`src/design/i2cm_pkg.sv`:
```
// Shared types and constants for the I2C master bit engine.
// No dependencies; imported by i2cm_front, i2cm_back and i2c_master_bit_engine.
package i2cm_pkg;

    localparam int DATA_W      = 8;
    localparam int IN_TDATA_W  = 16;
    localparam int OUT_TDATA_W = 16;
    localparam int QUEUE_DEPTH = 2;
    localparam int PTR_W       = $clog2(QUEUE_DEPTH);

    typedef logic [2:0] cmd_t;
    localparam cmd_t CMD_NONE  = 3'd0;
    localparam cmd_t CMD_START = 3'd1;
    localparam cmd_t CMD_STOP  = 3'd2;
    localparam cmd_t CMD_WRITE = 3'd3;
    localparam cmd_t CMD_READ  = 3'd4;

    // configuration register indexes
    localparam logic CFG_HALF_PERIOD   = 1'b0;
    localparam logic CFG_STRETCH_LIMIT = 1'b1;

    localparam logic [7:0] HALF_PERIOD_RESET   = 8'd8;
    localparam logic [7:0] STRETCH_LIMIT_RESET = 8'd255;
    localparam logic [3:0] BYTE_BITS           = 4'd8;

    // one classified tick waiting for the executor
    typedef struct packed {
        cmd_t              cmd;
        logic [DATA_W-1:0] write_data;
        logic              ack_to_send;
        logic              scl_in;
        logic              sda_in;
    } item_t;

    typedef enum logic [6:0] {
        PH_IDLE       = 7'b0000001,
        PH_SETUP      = 7'b0000010,
        PH_HIGH       = 7'b0000100,
        PH_POST       = 7'b0001000,
        PH_START_HOLD = 7'b0010000,
        PH_STOP_HOLD  = 7'b0100000,
        PH_TAIL       = 7'b1000000
    } phase_t;

endpackage

```
`src/design/i2cm_front.sv`:
```
// Front end: accepts tick requests, decodes the operation code and queues them.
// Depends on i2cm_pkg.
module i2cm_front (
    input  logic                               aclk,
    input  logic                               aresetn,
    input  logic                               s_tvalid,
    output logic                               s_tready,
    // [2:0] operation, [10:3] write_data, [11] ack_to_send, [12] scl_in,
    // [13] sda_in, [15:14] zero
    input  logic [i2cm_pkg::IN_TDATA_W-1:0]    s_tdata,
    output logic                               q_valid,
    input  logic                               q_ready,
    output i2cm_pkg::item_t                    q_item
);
    import i2cm_pkg::*;

    item_t             entry_reg [QUEUE_DEPTH];
    logic [PTR_W-1:0]  wr_ptr_reg, wr_ptr_next;
    logic [PTR_W-1:0]  rd_ptr_reg, rd_ptr_next;
    logic [PTR_W:0]    count_reg, count_next;
    item_t             item_in;
    logic [2:0]        op;
    logic              push, pop;

    // unused codes fold into a plain tick
    always_comb begin
        op                  = s_tdata[2:0];
        item_in.cmd         = (op inside {[CMD_START:CMD_READ]}) ? op : CMD_NONE;
        item_in.write_data  = s_tdata[10:3];
        item_in.ack_to_send = s_tdata[11];
        item_in.scl_in      = s_tdata[12];
        item_in.sda_in      = s_tdata[13];
    end

    assign s_tready = (count_reg != (PTR_W+1)'(QUEUE_DEPTH));
    assign q_valid  = (count_reg != '0);
    assign q_item   = entry_reg[rd_ptr_reg];
    assign push     = s_tvalid && s_tready;
    assign pop      = q_valid && q_ready;

    always_comb begin
        wr_ptr_next = push ? wr_ptr_reg + 1'b1 : wr_ptr_reg;
        rd_ptr_next = pop ? rd_ptr_reg + 1'b1 : rd_ptr_reg;
        count_next  = count_reg + (PTR_W+1)'(push) - (PTR_W+1)'(pop);
    end

    always_ff @(posedge aclk) begin
        if (!aresetn) begin
            wr_ptr_reg <= '0;
            rd_ptr_reg <= '0;
            count_reg  <= '0;
        end else begin
            wr_ptr_reg <= wr_ptr_next;
            rd_ptr_reg <= rd_ptr_next;
            count_reg  <= count_next;
        end
    end

    always_ff @(posedge aclk) begin
        if (push) begin
            entry_reg[wr_ptr_reg] <= item_in;
        end
    end

endmodule

```
`src/design/i2cm_back.sv`:
```
// Back end: bit-level I2C sequencer, configuration registers and result register.
// Depends on i2cm_pkg.
module i2cm_back (
    input  logic                               aclk,
    input  logic                               aresetn,
    input  logic                               cfg_valid,
    input  logic                               cfg_index,
    input  logic [i2cm_pkg::DATA_W-1:0]        cfg_data,
    input  logic                               q_valid,
    output logic                               q_ready,
    input  i2cm_pkg::item_t                    q_item,
    output logic                               m_tvalid,
    input  logic                               m_tready,
    // [0] scl_release, [1] sda_release, [2] busy_res, [3] done_res,
    // [4] ack_received, [12:5] read_data, [13] timeout, [15:14] zero
    output logic [i2cm_pkg::OUT_TDATA_W-1:0]   m_tdata
);
    import i2cm_pkg::*;

    logic [DATA_W-1:0] half_reg, stretch_reg;

    phase_t            phase_reg, phase_next;
    cmd_t              cmd_reg, cmd_next;
    logic [3:0]        bit_reg, bit_next;
    logic [DATA_W-1:0] shift_reg, shift_next;
    logic [DATA_W-1:0] delay_reg, delay_next;
    logic [DATA_W-1:0] stretch_cnt_reg, stretch_cnt_next;
    logic              ack_hold_reg, ack_hold_next;

    logic                   out_valid_reg;
    logic [OUT_TDATA_W-1:0] out_data_reg;

    logic [DATA_W-1:0] delay_inc, delay_after, stretch_inc;
    logic              elapsed;
    logic              done, tmo, ackr, busy, scl_o, sda_o, sda_lvl;
    logic [DATA_W-1:0] rd;
    logic              pop;

    assign q_ready  = !out_valid_reg || m_tready;
    assign pop      = q_valid && q_ready;
    assign m_tvalid = out_valid_reg;
    assign m_tdata  = out_data_reg;

    always_ff @(posedge aclk) begin
        if (!aresetn) begin
            half_reg    <= HALF_PERIOD_RESET;
            stretch_reg <= STRETCH_LIMIT_RESET;
        end else if (cfg_valid) begin
            if (cfg_index == CFG_HALF_PERIOD) begin
                half_reg <= cfg_data;
            end else begin
                stretch_reg <= cfg_data;
            end
        end
    end

    always_comb begin
        phase_next       = phase_reg;
        cmd_next         = cmd_reg;
        bit_next         = bit_reg;
        shift_next       = shift_reg;
        delay_next       = delay_reg;
        stretch_cnt_next = stretch_cnt_reg;
        ack_hold_next    = ack_hold_reg;
        done             = 1'b0;
        tmo              = 1'b0;
        ackr             = 1'b0;
        rd               = '0;

        // a half period of zero still ends after one tick
        delay_inc   = delay_reg + 8'd1;
        elapsed     = (delay_inc >= half_reg);
        delay_after = elapsed ? '0 : delay_inc;
        stretch_inc = stretch_cnt_reg + 8'd1;

        case (phase_reg)
            PH_SETUP: begin
                delay_next = delay_after;
                if (elapsed) begin
                    phase_next       = PH_HIGH;
                    stretch_cnt_next = '0;
                end
            end
            PH_HIGH: begin
                if (q_item.scl_in) begin
                    phase_next = PH_POST;
                    delay_next = '0;
                end else begin
                    stretch_cnt_next = stretch_inc;
                    if (stretch_inc >= stretch_reg) begin
                        // stretch timeout: abort and release the bus
                        done = 1'b1;
                        tmo  = 1'b1;
                        if (cmd_reg == CMD_WRITE) begin
                            ackr          = 1'b1;
                            ack_hold_next = 1'b1;
                        end
                        shift_next = '0;
                        cmd_next   = CMD_NONE;
                        phase_next = PH_IDLE;
                    end
                end
            end
            PH_POST: begin
                delay_next = delay_after;
                if (elapsed) begin
                    case (cmd_reg)
                        CMD_START: phase_next = PH_START_HOLD;
                        CMD_STOP:  phase_next = PH_STOP_HOLD;
                        CMD_WRITE, CMD_READ: begin
                            if (bit_reg < BYTE_BITS) begin
                                shift_next = {shift_reg[DATA_W-2:0],
                                              (cmd_reg == CMD_READ) && q_item.sda_in};
                                bit_next   = bit_reg + 4'd1;
                                phase_next = PH_SETUP;
                            end else begin
                                if (cmd_reg == CMD_WRITE) begin
                                    ack_hold_next = q_item.sda_in;
                                end
                                phase_next = PH_TAIL;
                            end
                        end
                        default: phase_next = PH_IDLE;
                    endcase
                end
            end
            PH_START_HOLD, PH_STOP_HOLD, PH_TAIL: begin
                delay_next = delay_after;
                if (elapsed) begin
                    done       = 1'b1;
                    ackr       = (cmd_reg == CMD_WRITE) && ack_hold_reg;
                    rd         = (cmd_reg == CMD_READ) ? shift_reg : '0;
                    phase_next = PH_IDLE;
                end
            end
            default: begin
                phase_next = PH_IDLE;
                if (q_item.cmd != CMD_NONE) begin
                    cmd_next         = q_item.cmd;
                    bit_next         = '0;
                    delay_next       = '0;
                    stretch_cnt_next = '0;
                    shift_next       = (q_item.cmd == CMD_WRITE) ? q_item.write_data : '0;
                    ack_hold_next    = (q_item.cmd == CMD_READ) && q_item.ack_to_send;
                    phase_next       = PH_SETUP;
                end
            end
        endcase

        case (cmd_next)
            CMD_STOP:  sda_lvl = 1'b0;
            CMD_WRITE: sda_lvl = (bit_next < BYTE_BITS) ? shift_next[DATA_W-1] : 1'b1;
            CMD_READ:  sda_lvl = (bit_next < BYTE_BITS) ? 1'b1 : ack_hold_next;
            default:   sda_lvl = 1'b1;
        endcase

        case (phase_next)
            PH_SETUP, PH_TAIL: begin
                scl_o = 1'b0;
                sda_o = sda_lvl;
            end
            PH_HIGH, PH_POST: begin
                scl_o = 1'b1;
                sda_o = sda_lvl;
            end
            PH_START_HOLD: begin
                scl_o = 1'b1;
                sda_o = 1'b0;
            end
            PH_STOP_HOLD: begin
                scl_o = 1'b1;
                sda_o = 1'b1;
            end
            default: begin
                // idle levels follow the last finished command
                case (cmd_next)
                    CMD_START: begin
                        scl_o = 1'b0;
                        sda_o = 1'b0;
                    end
                    CMD_WRITE: begin
                        scl_o = 1'b0;
                        sda_o = 1'b1;
                    end
                    CMD_READ: begin
                        scl_o = 1'b0;
                        sda_o = ack_hold_next;
                    end
                    default: begin
                        scl_o = 1'b1;
                        sda_o = 1'b1;
                    end
                endcase
            end
        endcase

        busy = (phase_next != PH_IDLE);
    end

    always_ff @(posedge aclk) begin
        if (!aresetn) begin
            phase_reg       <= PH_IDLE;
            cmd_reg         <= CMD_NONE;
            bit_reg         <= '0;
            shift_reg       <= '0;
            delay_reg       <= '0;
            stretch_cnt_reg <= '0;
            ack_hold_reg    <= 1'b0;
        end else if (pop) begin
            phase_reg       <= phase_next;
            cmd_reg         <= cmd_next;
            bit_reg         <= bit_next;
            shift_reg       <= shift_next;
            delay_reg       <= delay_next;
            stretch_cnt_reg <= stretch_cnt_next;
            ack_hold_reg    <= ack_hold_next;
        end
    end

    always_ff @(posedge aclk) begin
        if (!aresetn) begin
            out_valid_reg <= 1'b0;
        end else if (pop) begin
            out_valid_reg <= 1'b1;
        end else if (m_tready) begin
            out_valid_reg <= 1'b0;
        end
    end

    always_ff @(posedge aclk) begin
        if (pop) begin
            out_data_reg <= {2'b00, tmo, rd, ackr, done, busy, sda_o, scl_o};
        end
    end

endmodule

```
`src/design/i2c_master_bit_engine.sv`:
```
// Top level of the I2C master bit engine: front end, request queue, sequencer.
// Depends on i2cm_pkg, i2cm_front and i2cm_back.
//
// Every accepted request is one timebase tick and yields exactly one result, in
// order. The engine sustains one request per clock while the result side is not
// stalled; a result passes through the two-entry queue and then the sequencer's
// result register, and the queue absorbs up to two requests while the result
// side is stalled. Rate is set by the sequencer, which updates the whole bit
// state once per tick. Registers: index 0 half period in ticks (reset 8), index 1
// stretch limit (reset 255); write them only while no request is in flight.
// cfg_ready is always high.
module i2c_master_bit_engine (
    input  logic                               aclk,
    input  logic                               aresetn,
    input  logic                               s_tvalid,
    output logic                               s_tready,
    // [2:0] operation, [10:3] write_data, [11] ack_to_send, [12] scl_in,
    // [13] sda_in, [15:14] zero
    input  logic [i2cm_pkg::IN_TDATA_W-1:0]    s_tdata,
    output logic                               m_tvalid,
    input  logic                               m_tready,
    // [0] scl_release, [1] sda_release, [2] busy_res, [3] done_res,
    // [4] ack_received, [12:5] read_data, [13] timeout, [15:14] zero
    output logic [i2cm_pkg::OUT_TDATA_W-1:0]   m_tdata,
    input  logic                               cfg_valid,
    output logic                               cfg_ready,
    input  logic                               cfg_index,
    input  logic [i2cm_pkg::DATA_W-1:0]        cfg_data
);
    import i2cm_pkg::*;

    logic  q_valid, q_ready;
    item_t q_item;

    assign cfg_ready = 1'b1;

    i2cm_front u_front (
        .aclk     (aclk),
        .aresetn  (aresetn),
        .s_tvalid (s_tvalid),
        .s_tready (s_tready),
        .s_tdata  (s_tdata),
        .q_valid  (q_valid),
        .q_ready  (q_ready),
        .q_item   (q_item)
    );

    i2cm_back u_back (
        .aclk      (aclk),
        .aresetn   (aresetn),
        .cfg_valid (cfg_valid),
        .cfg_index (cfg_index),
        .cfg_data  (cfg_data),
        .q_valid   (q_valid),
        .q_ready   (q_ready),
        .q_item    (q_item),
        .m_tvalid  (m_tvalid),
        .m_tready  (m_tready),
        .m_tdata   (m_tdata)
    );

    // a finished command always leaves the engine idle
    a_done_not_busy: assert property (@(posedge aclk) disable iff (!aresetn)
        m_tvalid |-> !(m_tdata[3] && m_tdata[2]))
        else $error("done and busy reported together");

    // result fields are zero off the done tick
    a_timeout_done: assert property (@(posedge aclk) disable iff (!aresetn)
        m_tvalid && (m_tdata[13] || m_tdata[4]) |-> m_tdata[3])
        else $error("timeout or ack without done");

    a_read_done: assert property (@(posedge aclk) disable iff (!aresetn)
        m_tvalid && (m_tdata[12:5] != '0) |-> m_tdata[3])
        else $error("read data without done");

    // every request taken from the queue produces a result
    a_pop_result: assert property (@(posedge aclk) disable iff (!aresetn)
        q_valid && q_ready |=> m_tvalid)
        else $error("queued request produced no result");

endmodule
```
`config.mk`:
```
export PLATFORM = sky130hd
export DESIGN_NAME = i2c_master_bit_engine
export DESIGN_NICKNAME = d
export VERILOG_FILES = /design/src/design/i2cm_pkg.sv /design/src/design/i2cm_front.sv /design/src/design/i2cm_back.sv /design/src/design/i2c_master_bit_engine.sv
export SDC_FILE = /design/constraint.sdc
export NUM_CORES = 1
export LEC_CHECK = 0
export BUFFER_PORTS_ARGS = -buffer_cell sky130_fd_sc_hd__buf_4
export CAP_MARGIN = 20
export CORE_ASPECT_RATIO = 0.6
export CORE_UTILIZATION = 55
export DETAILED_ROUTE_END_ITERATION = 10
export PLACE_DENSITY = 0.79
export SYNTH_ARGS = -nofsm -noshare
export SYNTH_HDL_FRONTEND = slang
export SYNTH_SLANG_ARGS = --single-unit
```
`constraint.sdc`:
```
create_clock -name aclk -period 7.33 [get_ports aclk]
set_input_delay 0.3665 -clock aclk [delete_from_list [all_inputs] [get_ports aclk]]
set_output_delay 0.3665 -clock aclk [all_outputs]
set_load 0.01 [all_outputs]
```
### Word level (Yosys, flattened, before mapping)

Memories as Yosys holds them, arrays and structs flattened. A register that Yosys moved wholly into a read port is not among the register bits.
Cells that the tools add are included.

| word-level totals | value |
|---|---|
| flip-flop bits (word level) | 74 |
| bits in latches | 0 |
| memory bits (writable) | 28 |
| memory bits (read-only) | 0 |
| input port bits | 30 |
| output and inout bits | 19 |
| logic and storage cells | 160 |
| memories | 1 |

Memory list:

| name | depth | width | read ports | clocked after memory_dff | write ports | line | RTL |
|---|---|---|---|---|---|---|---|
| u_front.entry_reg | 2 | 14 | 1 | 1 | 1 | i2cm_front.sv:17 | `item_t entry_reg [QUEUE_DEPTH];` |

| cells by class | value |
|---|---|
| $add $sub $neg | 7 |
| $mul | 0 |
| divide/modulo/power cells | 0 |
| $lt $le $gt $ge | 6 |
| equal/unequal tests | 31 |
| shift-type cells | 0 |
| mux-type cells | 65 |
| bitwise logic cells | 3 |
| reductions and logical operators | 30 |

Operator list:

| kind | count |
|---|---|
| $mux W8 | 12 |
| $pmux W8 S3 | 2 |
| $mux W7 | 6 |
| $pmux W7 S4 | 1 |
| $mux W1 | 24 |
| $pmux W7 S3 | 1 |
| $add A8 B1 Y8 const B | 2 |
| $ge A8 B8 Y1 | 2 |
| $mux W4 | 4 |
| $pmux W8 S2 | 1 |
| $reduce_or A4 Y1 | 4 |
| $eq A3 B2 Y1 const B | 5 |
| $eq A7 B2 Y1 const B | 2 |
| $eq A7 B3 Y1 const B | 2 |
| $eq A7 B4 Y1 const B | 2 |
| $eq A7 B5 Y1 const B | 2 |
| $eq A7 B6 Y1 const B | 2 |
| $eq A7 B7 Y1 const B | 2 |
| $mux W3 | 4 |
| $reduce_bool A3 Y1 | 4 |
| $reduce_or A5 Y1 | 2 |
| $eq A3 B3 Y1 const B | 3 |
| $pmux W1 S3 | 3 |
| $lt A4 B4 Y1 const B | 2 |
| 25 further kinds | 48 |

### Logic depth before layout (Yosys ltp)

Gate-level depths: netlist (run 1).

| depth | value |
|---|---|
| depth in word-level cells | 9 |
| depth in mapped cells | 15 |
| gate-level depth less buffers | 13 |

### Cells and area by module

A second synthesis (run 1) with hierarchy kept.

| second synthesis, totals | value |
|---|---|
| cells, all modules | 579 |
| area, all modules | 5546.6 µm² |

By module, submodules not included:

| module | instances | cells each | area each (µm²) |
|---|---|---|---|
| i2cm_back | 1 | 507 | 4270.3 |
| i2cm_front | 1 | 70 | 1265.0 |
| i2c_master_bit_engine | 1 | 2 | 11.3 |

### Least setup slack after synthesis (run 1)

OpenSTA, ideal clock, no wires.

| path | value |
|---|---|
| path kind | register -> register |
| start | register u_back.delay_reg[0] |
| end | register u_back.out_data_reg[1] (netlist: u_back.m_tdata[1]), data pin |
| arrival | 2800 ps |
| required time | 7057 ps |
| path slack | 4256 ps |
| stages on the path, launching flop included | 15 |
| buffers on the path | 1 |
| period minus slack after synthesis | 3074 ps |
| cells stage by stage | dfxtp_1 -> ha_1 -> nand3_1 -> nor2_1 -> xor2_1 -> ha_1 -> o21a_1 -> a21oi_1 -> o31ai_1 -> buf_2 -> a31o_2 -> a32oi_1 -> a31oi_1 -> o41ai_1 -> a22oi_1 |

| between the ends | value |
|---|---|
| longest elaborated chain between the ends | 8 |

RTL lines:

| what | line | RTL |
|---|---|---|
| from (decl) | i2cm_back.sv:26 | `logic [DATA_W-1:0] delay_reg, delay_next;` |
| from (signal assigned) | i2cm_back.sv:214 | `delay_reg <= delay_next;` |
| $add A8 B1 Y8 (*) | i2cm_back.sv:71 | `delay_inc = delay_reg + 8'd1;` |
| $ge A8 B8 Y1 (*) | i2cm_back.sv:72 | `elapsed = (delay_inc >= half_reg);` |
| $mux W4 | i2cm_back.sv:106 | `if (elapsed) begin` |
| $pmux W4 S2 | i2cm_back.sv:76 | `case (phase_reg)` |
| $lt A4 B4 Y1 | i2cm_back.sv:152, i2cm_back.sv:153 |  |
| $mux W1 (on tied branches) | i2cm_back.sv:153, i2cm_back.sv:152 |  |
| $pmux W1 S3 | i2cm_back.sv:150 | `case (cmd_next)` |
| $pmux W1 S3 (*) | i2cm_back.sv:157 | `case (phase_next)` |
| named net u_back.sda_o | i2cm_back.sv:35 | `logic done, tmo, ackr, busy, scl_o, sda_o, sda_lvl;` |
| to (signal assigned) | i2cm_back.sv:232 | `out_data_reg <= {2'b00, tmo, rd, ackr, done, busy, sda_o, scl_o};` |
| to (decl) | i2cm_back.sv:31 | `logic [OUT_TDATA_W-1:0] out_data_reg;` |

The timed path passes the listed nets; every way through them passes the cells marked *. The select of a mux whose other input is x is not followed.
A chain may end at the register's enable or synchronous reset.

### Final worst setup path (run 1)

Same ends and word-level chain as after synthesis.

==> summary.txt, run 1 <==
Outcome
  – Status: finished clean

Pwr
  – P_int: 1.27 mW
  – Sequential power share: 41.5%
  – Comb pwr share: 33.7%
  – IR Drop Worst-Case VDD: 0.198 mV
  – Sw Pwr: 0.760 mW
  – P_leak: 2.53 nW
  – Clock share of power: 24.8%
  – P per Cell Area: 328 nW/um2
  – Pwr Total: 2.03 mW
  – Sw Share: 37.4%

Floorplanning
  – FP Rows: 27
  – Starting density of the core: 58.6%
  – Die area: 10500 um2
  – Die Wd: 132 um
  – Core footprint: 9460 um2
  – Die Y: 79.8 um
  – IO Pins: 49

Yosys
  – Yosys warnings: 0
  – Synth cell count leaders: nand2_1, dfxtp_1, nor2_1
  – Area share of the largest cell type after synthesis: 22.7%
  – Ys async rst share: 0%
  – Cell taking the most area after synthesis: edfxtp_1
  – Synth Cell Area: 5540 um2
  – Mean Syn Cell Area: 9.43 um2
  – #FFs+latches synth: 103
  – Area contributors post-synth: edfxtp_1, dfxtp_1, nand2_1
  – Sequential fraction of the synthesis area: 44.8%
  – Cell variety after synth: 78
  – Post-synth EDFFs: 42
  – Post-Synthesis Cells: 588
  – Main flop type after synthesis: dfxtp_1
  – Most numerous cell in the Yosys netlist: nand2_1

Worst hold path
  – Hold path startpoint: s_tdata[13]
  – Worst hold stages: 1
  – Hold Path Class: input port to flop
  – Hold Path Sink: u_front.entry_reg[1][0]$_DFFE_PP_

Routing
  – Antenna Nets Post-Route: 0
  – TritonRoute pass-1 iters: 5
  – Via density: 5.93
  – Final wirelength: 12400 um
  – Initial detailed-routing violation count: 407
  – Wire per inst: 16.6 um
  – Vias: 4431
  – DRC: 0

Clocking
  – H-tree Lvls: 3
  – CTS Buf Count: 9
  – Clock-pin slew on the worst setup and hold paths: 0.07 ns
  – Clk buf depth: 2
  – Root buf cell: clkbuf_16
  – Post-CTS Setup Inserts: 0
  – Hold bufs inserted after CTS: 0
  – CTS tree: done
  – Cts repair resizes: 0
  – Clk_lat worst skew: 0.36 ns
  – CTS sink count: 103

Timing
  – Crit share post-route: 51.0%
  – Final max-slew violation count: 0
  – Period minus WS final: 3.73 ns
  – Worst-Margin Slew: 0.886 ns
  – Final setup TNS: 0 ns
  – RSZ-0062 raised after global routing: no
  – Final setup viols: 0
  – Final Hold Fails: 0
  – Max Fclk: 268 MHz
  – WHS: 0.190 ns
  – Max-Slew Margin vs Limit: 40.9%
  – Clk_skew: 0.00661 ns
  – PnR worst setup slack: 3.60 ns

Critical path
  – Flop-to-flop setup slack: 3.60 ns
  – Setup crit start kind: flop
  – CP max stage cell: dfxtp_1
  – Worst setup EP type: flop
  – CP cell instances: ha_1, nand3_1, nor2_1, xor2_1, ha_1, o21a_1, a21oi_1, o31ai_1, buf_4, nand2_1, a2bb2oi_1, nor4bb_1, o311a_1, a22oi_1
  – Crit Path Max Fanout: 12
  – Crit path launch: u_back.delay_reg[0]$_SDFFE_PN0P_
  – Worst EP arrival: 3.81 ns
  – Max stage delay on crit path: 0.40 ns
  – Crit-path most repeated cell: ha_1
  – R2R cell count: 14
  – Reg2reg start: u_back.delay_reg[0]$_SDFFE_PN0P_
  – R2r endpoint: u_back.m_tdata[1]$_DFFE_PP_
  – CP Data Required Time: 7.41 ns
  – Setup CP Type: flop to flop

Global route
  – Gr usage total: 25.1%
  – Pin count of the biggest net entering global routing: 41
  – Number of global-route vias before repair: 4014
  – Initial antenna violation count: 0
  – Total gr overflow: 0
  – First-pass GRT wire length: 20200 um

Final layout
  – Filler cells: 770
  – # diodes: 0
  – P&R area growth vs syn: 11.6%
  – Multi-input gate area: 2790 um2
  – Largest register FFs: 28
  – Ratio of cells with drive above 1 in the final layout: 13.6%
  – Sequential cell area: 2480 um2
  – Nets: 663
  – Fin util: 65.4%

Placement
  – Dpl hpwl: 9130 um
  – IO buf count: 43
  – Worst slack, placed: 3.69 ns
  – GP Congestion: 0.907

Flow run
  – Max cap viols: 0
-- metrics by stage --
stage                     instances  instance area (um2)
final                           747                 6190
after global routing            747                 6190
after CTS                       746                 6180
after detailed placement        730                 5870
after global placement          730                 5870
after floorplan                 589                 5550
-- worst max path at each step --
stage | endpoint | slack [ns] | depth (start not counted)
6_report | u_back.m_tdata[1]$_DFFE_PP_ | 3.60 | 14
5_1_grt | u_back.m_tdata[1]$_DFFE_PP_ | 3.41 | 14
4_1_cts | u_back.m_tdata[1]$_DFFE_PP_ | 3.67 | 14
3_5_place_dp | u_back.m_tdata[1]$_DFFE_PP_ | 3.69 | 14
3_3_place_gp | u_back.m_tdata[1]$_DFFE_PP_ | 3.87 | 14
2_1_floorplan | u_back.m_tdata[1]$_DFFE_PP_ | 4.26 | 14
-- logic make-up (layout without fill, tap and decap cells) --
kind of cell	Yosys count	after routing	synth area share, %
AND/OR/NAND/NOR	234	234	22.3
AO/OA/AOI/OAI	126	126	15.8
flip-flops	103	103	44.8
buffers and inverters	59	87	4.94
XOR/XNOR	22	22	3.48
adder cells (fa/ha/maj)	21	21	4.74
multiplexers	21	21	3.90
other	2	3	0.135
-- metal layers --
metal,wire length [um],track usage [%],part of all wire [%],up-vias
met4,155,7.56,1.2,0
met3,1030,7.62,8.3,16
met2,5130,35.5,41,176
met5,0,0,0,-
met1,6100,36.4,49,2100
li1,-,-,-,2139
-- area by class of cell --
cell class                      instances  area share, %
Timing Repair Buffer                   46           5.58
Clock inverter                          7           1.42
Clock buffer                            9           3.64
Multi-Input combinational cell        427           45.1
Tap cell                              130           2.63
Sequential cell                       103           40.1
Inverter                               25           1.52
-- critical path: cells and delay by family, from the launching register on --
family                   cells  cell delay (ns)
buffers and inverters        1             0.19
adder cells (fa/ha/maj)      2             0.52
XOR/XNOR                     1             0.23
flip-flops                   1             0.40
AND/OR/NAND/NOR              4             0.95
AO/OA/AOI/OAI                6             1.17
-- power groups by stage --
| stage | Sequential [mW] | Combinational (mW) | Clock [mW] |
|---|---|---|---|
| 3_5_place_dp | 0.848 | 0.666 | 0 |
| 6_report | 0.842 | 0.685 | 0.503 |
| 2_1_floorplan | 0.785 | 0.547 | 0 |
| 5_1_grt | 0.855 | 0.750 | 0.533 |
| 3_3_place_gp | 0.841 | 0.637 | 0 |
| 4_1_cts | 0.836 | 0.670 | 0.509 |
-- layout by cell type (no fill, tap or decap), types with 10 or more instances in the layout --
cell type / count
o21ai_0: 26
inv_1: 24
ha_1: 21
a21oi_1: 25
and2_1: 14
o211ai_1: 15
nor2_1: 48
nor2b_1: 16
nand2_1: 73
xor2_1: 13
nand3_1: 15
nor3_1: 10
mux2i_1: 16
edfxtp_1: 42
buf_4: 46
dfxtp_1: 61
(Power assumes the default switching activity.)
==> inputs of run 2 (changes only) <==
ABC_AREA = 1   (was unset)
CORE_UTILIZATION = 54   (was 55)
PLACE_DENSITY = 0.8   (was 0.79)
clock period = 3.05 ns   (was 7.33 ns; I/O delays follow)
==> summary.txt, run 2 <==
Critical path
  – Worst EP arrival: 3.04 ns (-0.77 ns)
  – Cell family with most CP delay: simple AND/OR/NAND/NOR gates
  – R2R cell count: 18 (+4)
  – Setup CP Type: flop to flop
  – CP cell instances: nand3_1, nand3b_1, buf_4, xor2_1, inv_1, ha_1, a21oi_1, o21a_1, nand2_2, buf_4, nand3_1, nand2_2, inv_1, nand4_1, nand2_1, nand3_1, nand2_1, nand3_1
  – Crit-path most repeated cell: nand3_1
  – Reg2reg start: u_back.delay_reg[2]$_SDFFE_PN0P_
  – CP max stage cell: dfxtp_2
  – WP buf/inv: 4 (+3)
  – Setup crit start kind: flop
  – Max stage delay on crit path: 0.36 ns (-0.04 ns)
  – Worst setup EP type: flop
  – Crit Path Max Fanout: 4 (-8)
  – CP Data Required Time: 3.15 ns (-4.26 ns)
  – Flop-to-flop setup slack: 0.11 ns (-3.48 ns)
  – Number of cells on the critical path: 18 (+4)
  – R2r endpoint: u_back.m_tdata[1]$_DFFE_PP_

Timing
  – Max Fclk: 340 MHz (+27%)
  – Final Hold Fails: 0 (unchanged)
  – Period minus WS final: 2.94 ns (-0.797 ns)
  – Final setup viols: 0 (unchanged)
  – Final max-slew violation count: 0 (unchanged)
  – Crit share post-route: 96.3% (+45 points)
  – Worst-Margin Slew: 0.695 ns (-0.191 ns)
  – WHS: 0.0143 ns (-0.176 ns)
  – Max-Slew Margin vs Limit: 53.3% (+12 points)
  – Clk_skew: 0.00912 ns (+0.00250 ns)

Yosys
  – Mean Syn Cell Area: 7.89 um2 (-16%)
  – Cell variety after synth: 43 (-45%)
  – Synth Area in Simple Gates: 24.2% (+2.0 points)
  – Ys async rst share: 0% (unchanged)
  – Area share of the largest cell type after synthesis: 23.6% (+0.81 points)
  – Post-Synth Adder-Cell Area: 4.91% (+0.17 points)
  – Largest family of logic cells by synthesized area: simple AND/OR/NAND/NOR gates
  – Post-Synth XOR/XNOR Area: 2.29% (-1.2 points)
  – Mux share of post-synthesis cell area: 0% (-3.9 points)
  – Yosys warnings: 0 (unchanged)
  – Compound-Gate Fraction of Synth Area: 12.8% (-3.0 points)
  – Most numerous cell in the Yosys netlist: nand2_1
  – #FFs+latches synth: 103 (unchanged)
  – Post-Synthesis Cells: 678 (+15%)
  – Cell taking the most area after synthesis: edfxtp_1
  – Sequential fraction of the synthesis area: 46.4% (+1.6 points)
  – Synth Cell Area: 5350 um2 (-3.5%)
  – Post-synth EDFFs: 42 (unchanged)
  – Main flop type after synthesis: dfxtp_1
  – Area contributors post-synth: edfxtp_1, dfxtp_1, nand2_1
  – Synth cell count leaders: nand2_1, inv_1, nor2_1

Pwr
  – P_int: 3.27 mW (+160%)
  – Comb pwr share: 42.7% (+9.0 points)
  – Sw Pwr: 2.31 mW (+200%)
  – Pwr Total: 5.58 mW (+170%)
  – Sequential power share: 36.2% (-5.3 points)
  – P_leak: 2.98 nW (+18%)
  – IR Drop Worst-Case VDD: 0.515 mV (+160%)
  – P per Cell Area: 873 nW/um2 (+170%)
  – Clock share of power: 21.2% (-3.6 points)
  – Sw Share: 41.4% (+4.0 points)

Routing
  – M1 WL: 6230 um (+2.1%)
  – Via density: 5.36 (-9.7%)
  – Final wirelength: 13100 um (+5.4%)
  – TritonRoute pass-1 iters: 5 (unchanged)
  – DR WL met3: 1130 um (+10%)
  – Vias: 4716 (+6.4%)
  – DR top layer: met4
  – Wire per inst: 14.9 um (-11%)
  – Antenna Nets Post-Route: 0 (unchanged)
  – Initial detailed-routing violation count: 446 (+9.6%)
  – Met2 wire length: 5600 um (+9.0%)
  – DRC: 0 (unchanged)

Global route
  – First-pass GRT wire length: 21200 um (+4.8%)
  – Initial antenna violation count: 0 (unchanged)
  – Total gr overflow: 0 (unchanged)
  – Number of global-route vias before repair: 4360 (+8.6%)
  – Pin count of the biggest net entering global routing: 33 (-20%)
  – Gr usage total: 27.2% (+2.1 points)

Final layout
  – Largest register FFs: 28 (unchanged)
  – Ratio of cells with drive above 1 in the final layout: 16.7% (+3.1 points)
  – P&R area growth vs syn: 19.4%
  – # diodes: 0 (unchanged)
  – Nets: 796 (+20%)
  – Fin util: 68.1% (+2.7 points)
  – Most frequent cells in the layout: nand2_1, inv_1, nor2_1, buf_4, dfxtp_1
  – Final std cells w/o fill: 880 (+18%)
  – Most common cell after layout, fill and taps aside: nand2_1

Floorplanning
  – IO Pins: 49 (unchanged)
  – Die Wd: 131 um (-0.82%)
  – Die area: 10300 um2 (-1.6%)
  – Core footprint: 9390 um2 (-0.71%)
  – FP Rows: 27 (unchanged)
  – Die Y: 79.1 um (-0.81%)
  – Starting density of the core: 57.0% (-1.6 points)

Worst hold path
  – Hold path startpoint: cfg_data[0]
  – Hold Path Class: input port to flop
  – Worst hold stages: 3 (+2)
  – Hold Path Sink: u_back.stretch_reg[0]$_SDFFE_PN1P_

Placement
  – GP Congestion: 0.958 (+5.6%)
  – Placed cells: 848 (+16%)
  – Dpl hpwl: 9510 um (+4.2%)
  – IO buf count: 43 (unchanged)

Outcome
  – Status: finished clean

Clocking
  – CTS tree: done
  – Clock-pin slew on the worst setup and hold paths: 0.07 ns (about the same)
  – Clk_lat worst skew: 0.35 ns (about the same)
  – CTS sink count: 103 (unchanged)
  – Root buf cell: clkbuf_16
  – CTS Buf Count: 9 (unchanged)
  – Clk buf depth: 2 (unchanged)
  – H-tree Lvls: 3 (unchanged)

Flow run
  – Max cap viols: 0 (unchanged)
-- run 2: final cells by class --
| type | count | area, um2 |
|---|---|---|
| Tap cell | 130 | 163 |
| Inverter | 110 | 415 |
| Clock inverter | 7 | 80.1 |
| Multi-Input combinational cell | 449 | 2440 |
| Timing Repair Buffer | 72 | 576 |
| Sequential cell | 103 | 2490 |
| Clock buffer | 9 | 225 |
| Fill cell | 763 | 3000 |
-- run 2: tightest hold or removal path: stages --
cell and delay (ns):
buf_4 0.09, nand2_1 0.04, nand3_1 0.05
-- run 2: metrics by stage --
step                TNS (ns)  setup slack [ns]  cell area (um2)
floorplan                  0             0.437             5360
global placement           0             0.171             5860
global route          -0.168           -0.0836             6390
detailed placement         0            0.0191             5860
CTS                        0            0.0452             6280
finish                     0             0.112             6390
-- run 2: metal layers --
metal / track usage, % / vias to the layer above
met3: 7.01 / 18
met1: 38.8 / 2166
li1: - / 2335
met5: 0 / -
met2: 40.3 / 197
met4: 7.70 / 0
-- run 2: worst max path at each step --
| stage | slack [ns] | startpoint | endpoint |
|---|---|---|---|
| finish | 0.11 | u_back.delay_reg[2]$_SDFFE_PN0P_ | u_back.m_tdata[1]$_DFFE_PP_ |
| global route | -0.08 | u_back.stretch_cnt_reg[2]$_SDFFE_PN0P_ | u_back.m_tdata[1]$_DFFE_PP_ |
| CTS | 0.05 | u_back.delay_reg[2]$_SDFFE_PN0P_ | u_back.shift_reg[3]$_SDFFE_PN0P_ |
| detailed placement | 0.02 | u_back.delay_reg[2]$_SDFFE_PN0P_ | u_back.shift_reg[3]$_SDFFE_PN0P_ |
| global placement | 0.17 | u_back.delay_reg[2]$_SDFFE_PN0P_ | u_back.shift_reg[0]$_SDFFE_PN0P_ |
| floorplan | 0.44 | u_back.delay_reg[0]$_SDFFE_PN0P_ | u_back.shift_reg[0]$_SDFFE_PN0P_ |
-- run 2: timing repair --
item                                    4_1_cts  5_1_grt
gates resized for setup                       1       27
hold endpoints to repair                     22        0
pin swaps                                     0       11
buffers inserted                              0        5
endpoints found under the setup margin        1       16
hold buffers                                 11        0
-- run 2: logic make-up after synthesis --
logic type	after synthesis
flops	103
xor+xnor	14
buf+inv	127
fa+ha+maj	21
simple gates	291
other cells	2
compound gates	120
-- run 2: power groups by stage --
| stage | combinational [mW] | clock (mW) | sequential [mW] |
|---|---|---|---|
| after floorplan | 1.50 | 0 | 2.04 |
| after global placement | 2.12 | 0 | 2.02 |
| after detailed placement | 2.18 | 0 | 2.04 |
| after CTS | 2.21 | 1.19 | 2.01 |
| after global routing | 2.63 | 1.25 | 2.06 |
| final | 2.38 | 1.18 | 2.02 |
